### src/rtl/ccb_pkg.sv
// ccb_pkg: shared types, constants and limit functions for the clipped color-key blit
// used by ccb_scan, ccb_addr and clipped_color_key_blit; no dependencies

package ccb_pkg;

    localparam int MAX_DIM    = 4096;
    localparam int DIM_W      = 12;
    localparam int CFG_DIM_W  = 13;
    localparam int OFS_W      = 14;
    localparam int POS_W      = 15;
    localparam int LINE_W     = 16;
    localparam int OFF_W      = 28;
    localparam int COLOR_W    = 32;
    localparam int CFG_IDX_W  = 3;
    localparam int CFG_DATA_W = 16;

    localparam logic [CFG_DIM_W-1:0] MAX_DIM_C = CFG_DIM_W'(MAX_DIM);

    typedef enum logic [CFG_IDX_W-1:0] {
        REG_SRC_WIDTH     = 3'd0,
        REG_SRC_HEIGHT    = 3'd1,
        REG_DST_WIDTH     = 3'd2,
        REG_DST_HEIGHT    = 3'd3,
        REG_OFFSET_X      = 3'd4,
        REG_OFFSET_Y      = 3'd5,
        REG_DST_LINE_SIZE = 3'd6
    } cfg_reg_t;

    typedef struct packed {
        logic [CFG_DIM_W-1:0]    src_w;
        logic [CFG_DIM_W-1:0]    src_h;
        logic [CFG_DIM_W-1:0]    dst_w;
        logic [CFG_DIM_W-1:0]    dst_h;
        logic signed [OFS_W-1:0] ofs_x;
        logic signed [OFS_W-1:0] ofs_y;
        logic [LINE_W-1:0]       row_bytes;
    } ccb_cfg_t;

    typedef struct packed {
        logic [DIM_W-1:0]   x;
        logic [DIM_W-1:0]   y;
        logic [COLOR_W-1:0] color;
    } ccb_hit_t;

    function automatic logic [CFG_DIM_W-1:0] limit_src(input logic [CFG_DIM_W-1:0] v);
        logic [CFG_DIM_W-1:0] r;
        if (v == '0)
            r = CFG_DIM_W'(1);
        else if (v > MAX_DIM_C)
            r = MAX_DIM_C;
        else
            r = v;
        return r;
    endfunction

    function automatic logic [CFG_DIM_W-1:0] limit_dst(input logic [CFG_DIM_W-1:0] v);
        logic [CFG_DIM_W-1:0] r;
        if (v > MAX_DIM_C)
            r = MAX_DIM_C;
        else
            r = v;
        return r;
    endfunction

endpackage

### src/rtl/ccb_scan.sv
// ccb_scan: raster counters, destination mapping, clip and color-key test
// holds the first pipeline register; depends on ccb_pkg

module ccb_scan
    import ccb_pkg::*;
(
    input  logic               clk,
    input  logic               rst_n,
    input  ccb_cfg_t           cfg,
    input  logic               in_valid,
    output logic               in_stall,
    input  logic [COLOR_W-1:0] pixel_color,
    input  logic               adv,
    output logic               hit_valid,
    output ccb_hit_t           hit
);

    logic [DIM_W-1:0]        col_reg;
    logic [DIM_W-1:0]        col_next;
    logic [DIM_W-1:0]        row_reg;
    logic [DIM_W-1:0]        row_next;
    logic                    hit_valid_reg;
    logic                    hit_valid_next;
    ccb_hit_t                hit_reg;
    ccb_hit_t                hit_next;

    logic                    accept;
    logic signed [POS_W-1:0] dx;
    logic signed [POS_W-1:0] dy;
    logic [CFG_DIM_W-1:0]    dw;
    logic [CFG_DIM_W-1:0]    dh;
    logic [CFG_DIM_W-1:0]    sw;
    logic [CFG_DIM_W-1:0]    sh;
    logic [CFG_DIM_W-1:0]    col_inc;
    logic [CFG_DIM_W-1:0]    row_inc;
    logic                    in_hit;

    assign in_stall = hit_valid_reg && !adv;
    assign accept   = in_valid && !in_stall;

    assign dw = limit_dst(cfg.dst_w);
    assign dh = limit_dst(cfg.dst_h);
    assign sw = limit_src(cfg.src_w);
    assign sh = limit_src(cfg.src_h);

    // destination point, 15-bit signed covers counter plus any 14-bit offset
    assign dx = $signed({3'b000, col_reg}) + $signed({cfg.ofs_x[OFS_W-1], cfg.ofs_x});
    assign dy = $signed({3'b000, row_reg}) + $signed({cfg.ofs_y[OFS_W-1], cfg.ofs_y});

    assign in_hit = !dx[POS_W-1] && (dx[POS_W-2:0] < {1'b0, dw})
                 && !dy[POS_W-1] && (dy[POS_W-2:0] < {1'b0, dh})
                 && (pixel_color[COLOR_W-1:COLOR_W-8] == 8'h00);

    assign col_inc = {1'b0, col_reg} + CFG_DIM_W'(1);
    assign row_inc = {1'b0, row_reg} + CFG_DIM_W'(1);

    always_comb
    begin
        col_next       = col_reg;
        row_next       = row_reg;
        hit_valid_next = hit_valid_reg;
        hit_next       = hit_reg;
        if (accept)
        begin
            if (col_inc >= sw)
            begin
                col_next = '0;
                if (row_inc >= sh)
                    row_next = '0;
                else
                    row_next = row_inc[DIM_W-1:0];
            end
            else
            begin
                col_next = col_inc[DIM_W-1:0];
            end
            hit_valid_next = in_hit;
            hit_next.x     = dx[DIM_W-1:0];
            hit_next.y     = dy[DIM_W-1:0];
            hit_next.color = pixel_color;
        end
        else if (adv)
        begin
            hit_valid_next = 1'b0;
        end
    end

    always_ff @(posedge clk or negedge rst_n)
    begin
        if (!rst_n)
        begin
            col_reg       <= '0;
            row_reg       <= '0;
            hit_valid_reg <= 1'b0;
        end
        else
        begin
            col_reg       <= col_next;
            row_reg       <= row_next;
            hit_valid_reg <= hit_valid_next;
        end
    end

    always_ff @(posedge clk)
    begin
        hit_reg <= hit_next;
    end

    assign hit_valid = hit_valid_reg;
    assign hit       = hit_reg;

endmodule

### src/rtl/ccb_addr.sv
// ccb_addr: byte offset multiply-add and the result register
// depends on ccb_pkg

module ccb_addr
    import ccb_pkg::*;
(
    input  logic               clk,
    input  logic               rst_n,
    input  logic [LINE_W-1:0]  row_bytes,
    input  logic               hit_valid,
    input  ccb_hit_t           hit,
    output logic               adv,
    output logic               out_valid,
    input  logic               out_stall,
    output logic [DIM_W-1:0]   out_x,
    output logic [DIM_W-1:0]   out_y,
    output logic [OFF_W-1:0]   byte_offset,
    output logic [COLOR_W-1:0] out_color
);

    logic               out_valid_reg;
    logic               out_valid_next;
    logic [DIM_W-1:0]   x_reg;
    logic [DIM_W-1:0]   x_next;
    logic [DIM_W-1:0]   y_reg;
    logic [DIM_W-1:0]   y_next;
    logic [OFF_W-1:0]   off_reg;
    logic [OFF_W-1:0]   off_next;
    logic [COLOR_W-1:0] color_reg;
    logic [COLOR_W-1:0] color_next;
    logic [OFF_W-1:0]   prod;

    assign adv  = !out_valid_reg || !out_stall;
    assign prod = hit.y * row_bytes;

    always_comb
    begin
        out_valid_next = out_valid_reg;
        x_next         = x_reg;
        y_next         = y_reg;
        off_next       = off_reg;
        color_next     = color_reg;
        if (adv)
        begin
            out_valid_next = hit_valid;
            x_next         = hit.x;
            y_next         = hit.y;
            off_next       = prod + {{(OFF_W-DIM_W-2){1'b0}}, hit.x, 2'b00};
            color_next     = hit.color;
        end
    end

    always_ff @(posedge clk or negedge rst_n)
    begin
        if (!rst_n)
            out_valid_reg <= 1'b0;
        else
            out_valid_reg <= out_valid_next;
    end

    always_ff @(posedge clk)
    begin
        x_reg     <= x_next;
        y_reg     <= y_next;
        off_reg   <= off_next;
        color_reg <= color_next;
    end

    assign out_valid   = out_valid_reg;
    assign out_x       = x_reg;
    assign out_y       = y_reg;
    assign byte_offset = off_reg;
    assign out_color   = color_reg;

endmodule

### src/rtl/clipped_color_key_blit.sv
// clipped_color_key_blit: top level, configuration registers and the two pipeline stages
// depends on ccb_pkg, ccb_scan and ccb_addr
//
//   channel  handshake            payload
//   in       in_valid/in_stall    pixel_color
//   out      out_valid/out_stall  out_x, out_y, byte_offset, out_color
//   cfg      cfg_valid/cfg_ready  cfg_index, cfg_data
//
// one pixel per cycle while in_stall is low; a pixel goes to out via the hit register
// stage one maps and clips, stage two does the 12x16 multiply-add into the result register
// reset clears the column and row counters and loads the register reset values
// out_stall holds the result register; in_stall needs both stages full, out_stall high

module clipped_color_key_blit
    import ccb_pkg::*;
(
    input  logic                  clk,
    input  logic                  rst_n,
    input  logic                  in_valid,
    output logic                  in_stall,
    input  logic [COLOR_W-1:0]    pixel_color,
    output logic                  out_valid,
    input  logic                  out_stall,
    output logic [DIM_W-1:0]      out_x,
    output logic [DIM_W-1:0]      out_y,
    output logic [OFF_W-1:0]      byte_offset,
    output logic [COLOR_W-1:0]    out_color,
    input  logic                  cfg_valid,
    output logic                  cfg_ready,
    input  logic [CFG_IDX_W-1:0]  cfg_index,
    input  logic [CFG_DATA_W-1:0] cfg_data
);

    logic [CFG_DIM_W-1:0]    src_w_reg;
    logic [CFG_DIM_W-1:0]    src_h_reg;
    logic [CFG_DIM_W-1:0]    dst_w_reg;
    logic [CFG_DIM_W-1:0]    dst_h_reg;
    logic signed [OFS_W-1:0] ofs_x_reg;
    logic signed [OFS_W-1:0] ofs_y_reg;
    logic [LINE_W-1:0]       line_reg;

    ccb_cfg_t cfg;
    logic     adv;
    logic     hit_valid;
    ccb_hit_t hit;

    assign cfg_ready = 1'b1;

    always_ff @(posedge clk or negedge rst_n)
    begin
        if (!rst_n)
        begin
            src_w_reg <= CFG_DIM_W'(1);
            src_h_reg <= CFG_DIM_W'(1);
            dst_w_reg <= '0;
            dst_h_reg <= '0;
            ofs_x_reg <= '0;
            ofs_y_reg <= '0;
            line_reg  <= '0;
        end
        else if (cfg_valid && cfg_ready)
        begin
            unique case (cfg_reg_t'(cfg_index))
                REG_SRC_WIDTH:     src_w_reg <= cfg_data[CFG_DIM_W-1:0];
                REG_SRC_HEIGHT:    src_h_reg <= cfg_data[CFG_DIM_W-1:0];
                REG_DST_WIDTH:     dst_w_reg <= cfg_data[CFG_DIM_W-1:0];
                REG_DST_HEIGHT:    dst_h_reg <= cfg_data[CFG_DIM_W-1:0];
                REG_OFFSET_X:      ofs_x_reg <= $signed(cfg_data[OFS_W-1:0]);
                REG_OFFSET_Y:      ofs_y_reg <= $signed(cfg_data[OFS_W-1:0]);
                REG_DST_LINE_SIZE: line_reg  <= cfg_data;
                default:           ;
            endcase
        end
    end

    assign cfg.src_w     = src_w_reg;
    assign cfg.src_h     = src_h_reg;
    assign cfg.dst_w     = dst_w_reg;
    assign cfg.dst_h     = dst_h_reg;
    assign cfg.ofs_x     = ofs_x_reg;
    assign cfg.ofs_y     = ofs_y_reg;
    assign cfg.row_bytes = line_reg;

    ccb_scan u_scan (
        .clk         (clk),
        .rst_n       (rst_n),
        .cfg         (cfg),
        .in_valid    (in_valid),
        .in_stall    (in_stall),
        .pixel_color (pixel_color),
        .adv         (adv),
        .hit_valid   (hit_valid),
        .hit         (hit)
    );

    ccb_addr u_addr (
        .clk         (clk),
        .rst_n       (rst_n),
        .row_bytes   (line_reg),
        .hit_valid   (hit_valid),
        .hit         (hit),
        .adv         (adv),
        .out_valid   (out_valid),
        .out_stall   (out_stall),
        .out_x       (out_x),
        .out_y       (out_y),
        .byte_offset (byte_offset),
        .out_color   (out_color)
    );

`ifndef NO_ASSERTIONS
    // backpressure on the input only comes from a held result
    a_stall_source: assert property (@(posedge clk) disable iff (!rst_n)
        in_stall |-> (out_valid && out_stall))
        else $error("in_stall without a held result");

    // transparent pixels never reach the second stage
    a_color_key: assert property (@(posedge clk) disable iff (!rst_n)
        (in_valid && !in_stall && (pixel_color[COLOR_W-1:COLOR_W-8] != 8'h00)) |=> !hit_valid)
        else $error("transparent pixel passed the color key");

    // an empty destination never produces a write
    a_empty_dst: assert property (@(posedge clk) disable iff (!rst_n)
        (in_valid && !in_stall && ((dst_w_reg == '0) || (dst_h_reg == '0))) |=> !hit_valid)
        else $error("write produced for an empty destination");
`endif

endmodule

### config.mk
export PLATFORM = sky130hd
export DESIGN_NAME = clipped_color_key_blit
export DESIGN_NICKNAME = d
export VERILOG_FILES = /design/src/rtl/ccb_pkg.sv /design/src/rtl/ccb_scan.sv /design/src/rtl/ccb_addr.sv /design/src/rtl/clipped_color_key_blit.sv
export SDC_FILE = /design/constraint.sdc
export NUM_CORES = 1
export LEC_CHECK = 0
export BUFFER_PORTS_ARGS = -buffer_cell sky130_fd_sc_hd__buf_2
export CORE_MARGIN = 2
export CORE_UTILIZATION = 42
export DETAILED_ROUTE_END_ITERATION = 8
export PLACE_DENSITY = 0.62
export SLEW_MARGIN = 15
export SYNTH_ARGS = -nofsm -noshare
export SYNTH_HDL_FRONTEND = slang
export SYNTH_HIERARCHICAL = 1
export SYNTH_SLANG_ARGS = --single-unit
### constraint.sdc
create_clock -name clk -period 4.74 [get_ports clk]
set_input_delay 0.474 -clock clk [delete_from_list [all_inputs] [get_ports clk]]
set_output_delay 0.474 -clock clk [all_outputs]
set_load 0.005 [all_outputs]
### After elaboration in Yosys (flattened, before gate mapping)

Cells that the tools add are included.

* magnitude comparators: 8
* equal/unequal tests: 6
* add/subtract/negate cells: 5
* multiply operators: 1
* mux-type cells: 10
* reduce and logical (&&, ||, !) cells: 26

Operators with widths (number)
* $mux 13: 6
* $gt 13x13->1 const B: 4
* $add 13x14->15: 2
* $add 28x14->28: 1
* $lt 14x13->1: 2
* $mul 12x16->28: 1
* $add 12x1->13 const B: 2
* $ge 13x13->1: 2
* $logic_not 13->1: 2
* $mux 12: 2
* $reduce_and 2->1: 8
* $eq 3x3->1 const B: 3
* $logic_not 8->1: 1
* $eq 3x2->1 const B: 2
* $logic_and 1x1->1: 6
* $logic_not 1->1: 6
* $eq 3x1->1 const B: 1
* $logic_not 3->1: 1
* $mux 1: 2
* $reduce_bool 2->1: 1
* $logic_or 1x1->1: 1

* flip-flop bits (word level): 262
* output and inout bits: 87
* bits of input ports: 56

### Depth between registers and ports, before layout

* depth after elaboration: 8
* gate-level depth with buffers: 20
* mapped depth without buffers: 18

### Modules after synthesis

The synthesis kept the hierarchy.

Modules (own cells, without submodules)
* ccb_addr: times used 1, area an instance 9325.2 µm², cells an instance 891
* ccb_scan: times used 1, area an instance 5416.4 µm², cells an instance 534
* clipped_color_key_blit: times used 1, area an instance 3651.0 µm², cells an instance 209

### Least setup slack after synthesis

Ideal clock, no wire load.

* kind: input to register
* from: input out_stall
* to: register u_scan.col_reg[6]
* buffers on the path: 1
* data required time: 4.610 ns
* stages: 8
* path slack: -0.444 ns
* arrival: 5.054 ns
* cells stage by stage: nand2_1 -> nand2b_1 -> nand2_1 -> inv_1 -> clkbuf_1 -> o21ai_0 -> nand2_1 -> o21ai_0

* longest elaborated chain between the ends: 6

Ends and longest elaborated chain
* start, declared: line clipped_color_key_blit.sv:23 `input logic out_stall,`
* $logic_not 1->1: line ccb_addr.sv:33 `assign adv = !out_valid_reg || !out_stall;`
* $logic_or 1x1->1: line ccb_addr.sv:33
* $logic_not 1->1: line ccb_scan.sv:38 `assign in_stall = hit_valid_reg && !adv;`
* $logic_and 1x1->1: line ccb_scan.sv:38
* $logic_not 1->1: line ccb_scan.sv:39 `assign accept = in_valid && !in_stall;`
* $logic_and 1x1->1: line ccb_scan.sv:39
* via u_scan.accept: line ccb_scan.sv:27 `logic accept;`
* end signal, assigned: line ccb_scan.sv:98 `col_reg <= col_next;`
* end, declared: line ccb_scan.sv:18 `logic [DIM_W-1:0] col_reg;`

The timed path passes the listed nets, and every way through them passes these cells.
A chain may end at the register's enable or synchronous reset.

### Worst setup path in the final report

* from: register u_scan.hit_reg, in the netlist u_scan/hit[34]
* to: register u_addr.off_reg[27] (netlist: u_addr/byte_offset[27]) (data pin)

* longest elaborated chain between the ends: 2

Ends and longest elaborated chain
* start, declared: line ccb_scan.sv:24 `ccb_hit_t hit_reg;`
* start signal, assigned: line ccb_scan.sv:106 `hit_reg <= hit_next;`
* $mul 12x16->28: line ccb_addr.sv:34 `assign prod = hit.y * row_bytes;`
* $add 28x14->28: line ccb_addr.sv:48 `off_next = prod + {{(OFF_W-DIM_W-2){1'b0}}, hit.x, 2'b00};`
* end signal, assigned: line ccb_addr.sv:65 `off_reg <= off_next;`
* end, declared: line ccb_addr.sv:27 `logic [OFF_W-1:0] off_reg;`

No other way between the ends.

==> impl_summary.md <==
Outcome
The final reports fail on setup timing. The run finished, with violations left.

Synthesis
A synthesized cell averages around 11 um^2. In the synthesized netlist the async set-or-reset flop fraction comes to a little under half. Synthesis produced a netlist whose cell count is between 1.5k and 2k. The number of different library cells in the post-synthesis netlist is between 70 and 80. The most used flip-flop cell after synthesis is sky130_fd_sc_hd__edfxtp_1.

Counting flops with a built-in enable in the synthesized netlist gives 140. The post-synthesis sequential area ratio is 39.5%. The count of state elements after synthesis is between 200 and 300. The net count of the mapped netlist is 1988. In this run the cell area of the synthesized design comes to about 18000 um^2. The total of warnings raised by yosys is 6.

STA
Setup violations remaining at the end of the flow were counted as 16. The smallest clock period supported by the final layout is computed as roughly 5000 ps. The smallest setup slack after layout is -305 ps. The relative max-transition margin is between 30% and 40%. The setup skew after layout is about 20 ps. The total count of max-transition violations in the final report is 0. Setup repair after global routing could not meet its margin everywhere.

The slew at the pin closest to its max-slew limit is ~990 ps. The fraction of the cycle the final worst path needs is 106%. The number of endpoints with negative hold slack in the final report came to 0. For this run, the top clock speed supported by timing is between 150 and 200 MHz.

Clocking
No sink is reached through more buffers than the 3 on the longest clock path. The TritonCTS buffer count is 31. After clock tree synthesis, the clock-pin slew on the worst setup and hold paths is about 60 ps. The CTS tree is built. Buffers inserted to repair hold after CTS numbered 0. The root buffer cell is sky130_fd_sc_hd__clkbuf_16. In this run the number of H-tree levels came out at 1. The clock latency at the later pin of the worst-skew pair is slightly below 600 ps. The CTS sink count is roughly 260.

Final layout
The total area of sequential cells is slightly above 7000 um^2. Cells with a size suffix above 1 make up 29.3% of the layout. The area overhead of the layout relative to synthesis is 21.9%. Once layout is done, the placed cells without fillers occupy 22400 um^2. In the final design database the tool counted approximately 2.3k nets. In the layout the commonest cells are sky130_fd_sc_hd__inv_1 (214), sky130_fd_sc_hd__nand2_1 (194), sky130_fd_sc_hd__fa_1 (145).

Summing all multi-input logic gate instances after layout gives between 10000 and 15000 um^2. The flip-flop count of the largest register, all copies and words added is 56. The count of fill cells added during filler insertion is roughly 3.8k. The library cell used most frequently in the layout, excluding fill and tap cells, is sky130_fd_sc_hd__inv_1.

GRT
The via count of the first global-routing pass is between 10k and 15k. The wire length of the first global-routing pass is a little under 70000 um. The overall overflow remaining after global route is 0. Entering global routing, the biggest net connects 76 pins. The aggregate global-route resource usage is 19.1%. The number of antenna violations at the first check in global routing came to 0.

Die
The horizontal die dimension is around 210 um. The number of core rows is 76. The core area is between 40000 and 50000 um^2. The die covers ~45000 um^2. The initial standard-cell utilization of the core is between 40% and 50%. about 140 I/O pins were placed. The chip height is ~210 um.

Setup path
The category of the worst setup path launch point is a register. For the worst setup path, the data arrival time is approximately 5400 ps. Of all nets on the critical path, the largest fanout is 5.

The endpoint type of the worst setup path is a register. The type of the worst setup path is register to register. The required time of the critical path is between 5000 and 6000 ps.

Detailed routing
The number of nets with antenna violations after routing is 0. After detailed routing, the number of remaining DRC violations is 0. The average routed wire per standard cell is roughly 17 um.

The via count is between 10k and 15k. Dividing the detail-routed via count by the number of cells gives around 5.0. After detailed routing, the total wire length is approximately 43000 um. The number of iterations in the first detailed-routing pass is 5. The detailed router finished its first iteration with around 470 violations.

Place
The routability congestion estimate from global placement is 0.853. Summed over all nets, the half-perimeter wirelength after detailed placement is roughly 32000 um. The area of placed instances is between 20000 and 25000 um^2. Port buffering added approximately 140 buffers.

Flow run
Max-cap violations in this run came to 0.

Worst hold path
The class of the most critical hold timing path is input pin to async pin.
[per-stage QoR]
step	setup WS (ps)	hold slack (ps)	utilization (%)	std cells	setup TNS (ps)
final	-305	45.7	51.9	2517	-3590
after global routing	-491	50.4	51.9	2516	-6650
after CTS	-320	45.5	51.7	2513	-3320
after detailed placement	-428	405	48.1	2429	-5070
after global placement	-387	400	48.1	2429	-4070
after floorplan	-89.5	178	-	1634	-164
[cell families after synthesis]
family	synth area share, %
simple gates	12.2
compound gates	6.67
fa+ha+maj	26.6
other cells	0.0204
flops	39.5
buf+inv	6.29
xor+xnor	2.76
mux	5.99
[final cells by class]
class	instances	area share, %
sequential	262	32.4
inverter	226	3.78
timing repair buffer	294	9.08
clock inverter	19	0.631
tap	585	3.27
multi-input combinational	1091	46.9
antenna	1	0.0112
clock buffer	39	3.91
[worst max-delay path, cell delays in order, from the launching register on]
cell and delay [ps]:
sky130_fd_sc_hd__edfxtp_1 410, sky130_fd_sc_hd__buf_6 150, sky130_fd_sc_hd__buf_6 110, sky130_fd_sc_hd__and2_4 150, sky130_fd_sc_hd__fa_1 520, sky130_fd_sc_hd__inv_1 50
sky130_fd_sc_hd__fa_1 480, sky130_fd_sc_hd__inv_1 50, sky130_fd_sc_hd__fa_1 450, sky130_fd_sc_hd__fa_1 510, sky130_fd_sc_hd__inv_1 50, sky130_fd_sc_hd__fa_1 490
sky130_fd_sc_hd__inv_2 50, sky130_fd_sc_hd__ha_4 300, sky130_fd_sc_hd__buf_4 130, sky130_fd_sc_hd__nand3_4 60, sky130_fd_sc_hd__nor2_4 180, sky130_fd_sc_hd__nor3_4 70
sky130_fd_sc_hd__o41ai_4 330, sky130_fd_sc_hd__o221ai_2 150, sky130_fd_sc_hd__xnor2_1 140
[Yosys cell counts, types with 6 or more instances]
library cell	instances	area share (%)
sky130_fd_sc_hd__ha_1	143	9.7
sky130_fd_sc_hd__fa_1	155	17
sky130_fd_sc_hd__a21o_1	17	0.69
sky130_fd_sc_hd__and3_1	10	0.34
sky130_fd_sc_hd__inv_1	226	4.6
sky130_fd_sc_hd__a22o_1	9	0.43
sky130_fd_sc_hd__nor3_1	18	0.49
sky130_fd_sc_hd__a21oi_1	40	1.1
sky130_fd_sc_hd__buf_4	7	0.29
sky130_fd_sc_hd__nor2b_1	8	0.27
sky130_fd_sc_hd__o21ai_0	37	1.0
sky130_fd_sc_hd__nor4_1	6	0.20
sky130_fd_sc_hd__xor2_1	20	0.95
sky130_fd_sc_hd__a31oi_1	8	0.27
sky130_fd_sc_hd__clkbuf_1	37	0.76
sky130_fd_sc_hd__edfxtp_1	140	23
sky130_fd_sc_hd__nand4_1	14	0.48
sky130_fd_sc_hd__nand2_1	202	4.1
sky130_fd_sc_hd__a211oi_1	9	0.37
sky130_fd_sc_hd__mux2_2	97	5.9
sky130_fd_sc_hd__xnor2_1	38	1.8
sky130_fd_sc_hd__nor2_1	54	1.1
sky130_fd_sc_hd__buf_6	7	0.43
sky130_fd_sc_hd__o21bai_1	9	0.37
sky130_fd_sc_hd__o21a_1	13	0.53
sky130_fd_sc_hd__o21ai_1	8	0.22
sky130_fd_sc_hd__nand3_1	19	0.52
sky130_fd_sc_hd__and2_1	95	3.2
sky130_fd_sc_hd__dfrtp_1	120	16
[layer usage]
layer / vias up / global-route usage (%) / share of wire (%)
met5: - / 0 / 0
met4: 0 / 5.17 / 2.3
met3: 56 / 2.29 / 3.9
met2: 230 / 32.7 / 48
met1: 6240 / 25.8 / 45
li1: 5999 / - / -
[final timing paths]
path	from	to	slack [ps]	cells after the start
worst max-delay path	u_scan/hit[34]$_DFFE_PP_	u_addr/byte_offset[27]$_DFFE_PP_	-310	20
worst min-delay path	rst_n	src_w_reg[7]$_DFFE_PN0P_	50	1
worst max register to register	u_scan/hit[34]$_DFFE_PP_	u_addr/byte_offset[27]$_DFFE_PP_	-310	20
worst min register to register	u_scan/hit[15]$_DFFE_PP_	u_addr/out_color[15]$_DFFE_PP_	410	0
max in group asynchronous	rst_n	line_reg[4]$_DFFE_PN0P_	3740	2
min in group clk	pixel_color[17]	u_scan/hit[17]$_DFFE_PP_	70	1
[repair_timing]
item	4_1_cts	5_1_grt
endpoints found under the hold margin	0	0
setup buffers	26	5
endpoints found under the setup margin	17	18
resized for setup	65	26
pin swaps	42	27
Power is left out: the tool's default activity adds up to more than one toggle a clock period on the data nets, which glitch-free logic cannot reach.
